File: src/rtl/ist_pkg.sv
// ----------------------------------------------------------------------------
// ist_pkg
// Shared types and constants of the integer set table.
// ----------------------------------------------------------------------------
package ist_pkg;

    localparam int MAX_ENTRIES_DEF = 16;
    localparam int VALUE_W         = 32;
    localparam int CFG_W           = 5;
    localparam int COUNT_OUT_W     = 5;

    localparam logic [CFG_W-1:0] CAPACITY_RESET = 5'd16;

    // register word index on the config port
    localparam logic REG_CAPACITY = 1'b0;

    typedef enum logic [1:0] {
        OP_HAS    = 2'd0,
        OP_INSERT = 2'd1,
        OP_REMOVE = 2'd2
    } ist_op_t;

    localparam logic ST_DONE = 1'b0;
    localparam logic ST_FULL = 1'b1;

    // per-cell control from the table core
    typedef struct packed {
        logic valid;
        logic load;
        logic shift;
    } ist_cell_ctrl_t;

endpackage

File: src/rtl/ist_cell.sv
// ----------------------------------------------------------------------------
// ist_cell
// One slot of the set: holds an entry, matches it against the key, and takes
// the key on insert or its upper neighbor's entry on remove.
// ----------------------------------------------------------------------------
module ist_cell
(
    input  logic                              clk,
    input  ist_pkg::ist_cell_ctrl_t           ctrl,
    input  logic signed [ist_pkg::VALUE_W-1:0] key,
    input  logic signed [ist_pkg::VALUE_W-1:0] upper_entry,
    input  logic                              match_in,
    output logic signed [ist_pkg::VALUE_W-1:0] entry,
    output logic                              match_out
);
    import ist_pkg::*;

    logic signed [VALUE_W-1:0] entry_reg;
    logic                      hit;

    assign hit       = ctrl.valid && (entry_reg == key);
    // a match here or below means this slot closes the gap
    assign match_out = match_in || hit;
    assign entry     = entry_reg;

    always_ff @(posedge clk)
    begin
        if (ctrl.load)
        begin
            entry_reg <= key;
        end
        else if (ctrl.shift && match_out)
        begin
            entry_reg <= upper_entry;
        end
    end

endmodule

File: src/rtl/integer_set_table_core.sv
// ----------------------------------------------------------------------------
// integer_set_table_core
// Set of distinct 32-bit values held in a row of cells, with query, insert
// and remove, and an APB register for the capacity limit.
// ----------------------------------------------------------------------------
// stages: input register, then execute, which registers the result on m_tdata
// throughput: one item per cycle while m_tready stays high; the compare and
//   match chain across all cells settles combinationally in the execute stage
// reset: rst_n clears the count, the pipeline valids and sets capacity to 16;
//   cell contents are not cleared, slots at or above the count are ignored
module integer_set_table_core
#(
    parameter int MAX_ENTRIES = ist_pkg::MAX_ENTRIES_DEF
)
(
    input  logic        clk,
    input  logic        rst_n,
    input  logic        psel,
    input  logic        penable,
    input  logic        pwrite,
    input  logic [2:0]  paddr,
    input  logic [31:0] pwdata,
    output logic [31:0] prdata,
    output logic        pready,
    input  logic        s_tvalid,
    output logic        s_tready,
    input  logic [31:0] s_tdata,   // [31:0] value
    input  logic [1:0]  s_tuser,   // [1:0] opcode
    output logic        m_tvalid,
    input  logic        m_tready,
    output logic [15:0] m_tdata    // [0] found, [1] status, [6:2] count,
                                   // [7] is_empty, [8] is_full
);
    import ist_pkg::*;

    localparam int CNT_W = $clog2(MAX_ENTRIES + 1);
    localparam int LIM_W = (CNT_W > CFG_W) ? CNT_W : CFG_W;

    logic [CFG_W-1:0]          cap_reg;
    logic [CNT_W-1:0]          count_reg, count_next;
    logic                      a_valid_reg;
    logic [1:0]                a_op_reg;
    logic signed [VALUE_W-1:0] a_value_reg;
    logic                      out_valid_reg;
    logic [8:0]                out_data_reg, out_data_next;

    logic                      exec;
    logic                      found;
    logic                      status;
    logic                      ins_ok;
    logic [LIM_W-1:0]          lim;
    logic [LIM_W-1:0]          cap_ext;

    logic signed [VALUE_W-1:0] cell_entry [MAX_ENTRIES];
    logic [MAX_ENTRIES:0]      match_chain;

    // config port
    assign pready = 1'b1;
    assign prdata = {{(32-CFG_W){1'b0}}, cap_reg};

    always_ff @(posedge clk or negedge rst_n)
    begin
        if (!rst_n)
        begin
            cap_reg <= CAPACITY_RESET;
        end
        else if (psel && penable && pwrite && pready && (paddr[2] == REG_CAPACITY))
        begin
            cap_reg <= pwdata[CFG_W-1:0];
        end
    end

    // effective limit saturates at the row length
    assign cap_ext = LIM_W'(cap_reg);
    assign lim     = (cap_ext > LIM_W'(MAX_ENTRIES)) ? LIM_W'(MAX_ENTRIES) : cap_ext;

    // input stage
    assign exec     = a_valid_reg && (!out_valid_reg || m_tready);
    assign s_tready = !a_valid_reg || exec;

    always_ff @(posedge clk or negedge rst_n)
    begin
        if (!rst_n)
        begin
            a_valid_reg <= 1'b0;
        end
        else if (s_tready)
        begin
            a_valid_reg <= s_tvalid;
        end
    end

    always_ff @(posedge clk)
    begin
        if (s_tvalid && s_tready)
        begin
            a_op_reg    <= s_tuser;
            a_value_reg <= s_tdata;
        end
    end

    // row of cells
    assign match_chain[0] = 1'b0;
    assign found          = match_chain[MAX_ENTRIES];
    assign ins_ok         = (a_op_reg == OP_INSERT) && !found
                            && (LIM_W'(count_reg) < lim);

    for (genvar i = 0; i < MAX_ENTRIES; i++)
    begin : g_cell
        ist_cell_ctrl_t            ctrl;
        logic signed [VALUE_W-1:0] upper;

        assign ctrl.valid = CNT_W'(i) < count_reg;
        assign ctrl.load  = exec && ins_ok && (count_reg == CNT_W'(i));
        assign ctrl.shift = exec && (a_op_reg == OP_REMOVE);

        if (i == MAX_ENTRIES - 1)
        begin : g_top
            assign upper = cell_entry[i];
        end
        else
        begin : g_mid
            assign upper = cell_entry[i+1];
        end

        ist_cell u_cell
        (
            .clk         (clk),
            .ctrl        (ctrl),
            .key         (a_value_reg),
            .upper_entry (upper),
            .match_in    (match_chain[i]),
            .entry       (cell_entry[i]),
            .match_out   (match_chain[i+1])
        );
    end

    // count update and result
    always_comb
    begin
        count_next = count_reg;
        status     = ST_DONE;
        case (a_op_reg)
            OP_INSERT:
            begin
                if (!found)
                begin
                    if (ins_ok)
                    begin
                        count_next = count_reg + CNT_W'(1);
                    end
                    else
                    begin
                        status = ST_FULL;
                    end
                end
            end
            OP_REMOVE:
            begin
                if (found)
                begin
                    count_next = count_reg - CNT_W'(1);
                end
            end
            default:
            begin
                count_next = count_reg;
            end
        endcase
    end

    always_comb
    begin
        out_data_next[0]   = found;
        out_data_next[1]   = status;
        out_data_next[6:2] = COUNT_OUT_W'(count_next);
        out_data_next[7]   = (count_next == '0);
        out_data_next[8]   = (LIM_W'(count_next) >= lim);
    end

    always_ff @(posedge clk or negedge rst_n)
    begin
        if (!rst_n)
        begin
            count_reg     <= '0;
            out_valid_reg <= 1'b0;
        end
        else
        begin
            if (exec)
            begin
                count_reg     <= count_next;
                out_valid_reg <= 1'b1;
            end
            else if (m_tready)
            begin
                out_valid_reg <= 1'b0;
            end
        end
    end

    always_ff @(posedge clk)
    begin
        if (exec)
        begin
            out_data_reg <= out_data_next;
        end
    end

    assign m_tvalid = out_valid_reg;
    assign m_tdata  = {7'd0, out_data_reg};

endmodule

File: config.mk
export PLATFORM = sky130hd
export DESIGN_NAME = integer_set_table_core
export DESIGN_NICKNAME = d
export VERILOG_FILES = /design/src/rtl/ist_pkg.sv /design/src/rtl/ist_cell.sv /design/src/rtl/integer_set_table_core.sv
export SDC_FILE = /design/constraint.sdc
export NUM_CORES = 1
export LEC_CHECK = 0
export BUFFER_PORTS_ARGS = -buffer_cell sky130_fd_sc_hd__clkbuf_2
export CAP_MARGIN = 20
export CELL_PAD_IN_SITES_DETAIL_PLACEMENT = 2
export CELL_PAD_IN_SITES_GLOBAL_PLACEMENT = 2
export CORE_MARGIN = 4
export CORE_UTILIZATION = 45
export DETAILED_ROUTE_END_ITERATION = 8
export GPL_ROUTABILITY_DRIVEN = 0
export GPL_TIMING_DRIVEN = 0
export PLACE_DENSITY = 0.91
export SLEW_MARGIN = 30
export SYNTH_ARGS = -nofsm -noshare
export SYNTH_HDL_FRONTEND = slang
export SYNTH_HIERARCHICAL = 1
export SYNTH_SLANG_ARGS = --single-unit
File: constraint.sdc
create_clock -name clk -period 7.4 [get_ports clk]
set_clock_uncertainty 0.05 [all_clocks]
set_input_delay 1.11 -clock clk [delete_from_list [all_inputs] [get_ports clk]]
set_output_delay 1.11 -clock clk [all_outputs]
set_load 0.01 [all_outputs]
==> key figures <==
Placement
  – Count of input and output buffers: 62
  – Place WS: -1.51 ns
  – Final HPWL DP: 84.8 mm
  – Cell Area, Placed: 33800 um2

Power and ir drop
  – Leak pwr: approximately 12 nW
  – P per Cell Area: 232 nW/um2
  – Worst vdd ir: 0.190 mV

Worst setup path
  – Cell mode on critical path: nand2b_1
  – WP buf/inv: 4
  – CP endpoint kind: flop
  – Critical path startpoint category: flop
  – Top Family by Delay on Critical Path: simple AND/OR/NAND/NOR gates
  – Crit path max fanout: 10
  – Slowest stage delay, CP: 0.65 ns
  – Crit path kind: flop to flop
  – Worst path slowest cell: or4_1
  – WP data required: 7.85 ns
  – Crit path arrival time: roughly 8.2 ns

Cells and area
  – Filler instances: 6078
  – Final Core Density: 0.539
  – Commonest non-fill, non-tap cells in the layout: edfxtp_1 (555), mux2_2 (521), xnor2_1 (432)
  – Post-route cell area: 36300 um2
  – Share of post-route cells with drive strength above 1: 0.389
  – Layout net count: 2559
  – P&R area growth vs syn: 18.3%
  – Commonest non-fill, non-tap cell in the layout: edfxtp_1
  – Max reg flops: 512

Floorplan
  – Num rows: 95
  – Initial Util: 0.456
  – Die ar.: roughly 72000 um2
  – Die Width: ~270 um
  – Core area: about 67000 um2
  – Vert. Die Dim: 269 um
  – IO Pins: about 130

Detailed routing
  – Met2 wire length: 73.4 mm
  – DR vias: 23200
  – # DRC: 0
  – Antenna viol nets, final: 0
  – Wire length per cell: 43.3 um
  – Top Metal Used: met4
  – Final WL: 147 mm
  – Met3 Wirelength: 10.8 mm
  – DR pass1 iterations: 5
  – DRT met1 WL: 48.6 mm
  – Via density: between 6 and 7
  – DR iter-0 viols: a little under 3000

Timing
  – Post-route minimum period: roughly 7.8 ns
  – Final Hold Vio Count: 0
  – Rel. slew slack: 0.335
  – Peak Freq: 129 MHz
  – Setup ws final: -0.382 ns
  – Worst Tran Pin Value: 0.997 ns
  – Final Hold Slack: 0.309 ns
  – # setup viols final: 359
  – Crit share post-route: 1.05
  – Slew Viols, Final: 0

GRT
  – First-pass GRT wire length: 197 mm
  – Vias in the first global route: 24700
  – Initial antenna violation count: 1
  – Gr ovfl total: 0
  – Largest net degree at the start of global routing: 35
  – GRT Total Usage: 0.376

Clock tree
  – Clk slew on worst S/H paths: roughly 0.070 ns
  – Sink Count: between 500 and 600
  – Longest Clk Path Bufs: 3
  – Worst-skew pair later-pin latency: 0.69 ns
  – CTS tree: done
  – Clk root buf: clkbuf_16
  – CTS Buf Count: 61
  – H-Tree Depth: 2
  – Hold buffer count at CTS: 0

Logic synthesis
  – Yosys reg bits: about 570
  – Sequential element share of the synthesized area: 0.553
  – Mapped cell area: 30700 um2
  – Post-synth EDFFs: 555
  – Top_reg_cell synth: edfxtp_1
  – Post-Syn Instances: around 2200
  – Synth area leader: edfxtp_1
  – Fraction of registers with async set or reset after synthesis: 0.0212
  – Yosys top cell area share: 0.543
  – Synthesized area per cell: 14.2 um2
  – YS warnings: 6
  – Synth cell types: 53
  – Ranking of synthesized cells by area: edfxtp_1 (54%), mux2_2 (19%), xnor2_1 (12%), nand4_1 (2.3%), nand2b_1 (1.2%)

Run status
  – Failing checks: setup timing
  – Status: finished, violations left

Hold path
  – Min-Delay Path Class: primary input to asynchronous set/reset pin

Flow run
  – Max cap viols: 0
==> area by class of cell <==
type                    count  area [um2]  share of cell area
clock inverters            24         163             0.00448
repair buffers            204        2150              0.0593
flip-flops and latches    567       17000               0.467
plain buffers             109         672              0.0185
clock buffers              88        1680              0.0462
diodes                      2        5.00            0.000138
inverters                  45         169             0.00465
multi-input cells        1480       13400               0.369
well taps                 873        1090              0.0301
==> where the power goes <==
part	switching [mW]	internal [mW]	total (mW)	leakage, nW
clock	1.55	1.61	3.16	0.909
combinational	0.953	0.525	1.48	5.85
sequential	0.171	3.63	3.80	5.20
==> through the flow <==
stage,TNS (ns),instances,power (mW)
3_5_place_dp,-1036.39,3229,4.98
2_1_floorplan,0,2201,4.44
4_1_cts,0,3360,8.17
5_1_grt,-10.76,3391,8.55
3_3_place_gp,-876.54,3136,4.74
6_report,-26.79,3392,8.44
==> kinds of logic after synthesis <==
| group | after synthesis | synth area share |
|---|---|---|
| flip-flops | 567 | 0.553 |
| AND/OR/NAND/NOR | 341 | 0.0645 |
| other | 2 | 0.000245 |
| XOR/XNOR | 464 | 0.132 |
| AO/OA/AOI/OAI | 100 | 0.0267 |
| multiplexers | 522 | 0.191 |
| buffers and inverters | 154 | 0.0259 |
| adder cells (fa/ha/maj) | 16 | 0.00644 |
==> final timing paths <==
path / startpoint / end / slack (ns) / cells after the start
worst min register to register: a_valid_reg / m_tvalid / 0.52 / 1
worst min-delay path: rst_n / m_tvalid / 0.31 / 1
worst max register to register: count_reg[3] / out_data_reg[7] / -0.38 / 31
worst max-delay path: count_reg[3] / out_data_reg[7] / -0.38 / 31
max in group asynchronous: rst_n / cap_ext[4] / 6.65 / 1
min in group clk: a_valid_reg / m_tvalid / 0.52 / 1
==> synthesized netlist by cell type, drive strengths merged (2+ instances only) <==
| library cell | count |
|---|---|
| a2111oi | 16 |
| a21o | 6 |
| a21oi | 18 |
| a22oi | 2 |
| and2 | 6 |
| and3 | 8 |
| buf | 102 |
| clkbuf | 7 |
| conb | 2 |
| dfrtp | 11 |
| edfxtp | 555 |
| ha | 15 |
| inv | 45 |
| mux2 | 522 |
| nand2 | 22 |
| nand2b | 57 |
| nand3 | 21 |
| nand3b | 2 |
| nand4 | 113 |
| nor2 | 34 |
| nor2b | 34 |
| nor3 | 19 |
| nor3b | 3 |
| nor4 | 16 |
| o2111ai | 16 |
| o211ai | 5 |
| o21ai | 23 |
| o221a | 2 |
| o221ai | 3 |
| or4 | 2 |
| xnor2 | 432 |
| xor2 | 32 |
==> layer usage <==
layer	track usage	vias to the layer above
met5	0	-
met4	0.266	0
met3	0.0714	804
met2	0.674	1918
met1	0.398	11800
li1	-	8642
==> repair_timing <==
action                                  in CTS  in global routing
resized for setup                           28                 25
endpoints found under the setup margin    1034                983
pin swaps                                    7                  3
setup buffers                               19                 30
No activity file was read; power rests on OpenSTA's default activity.
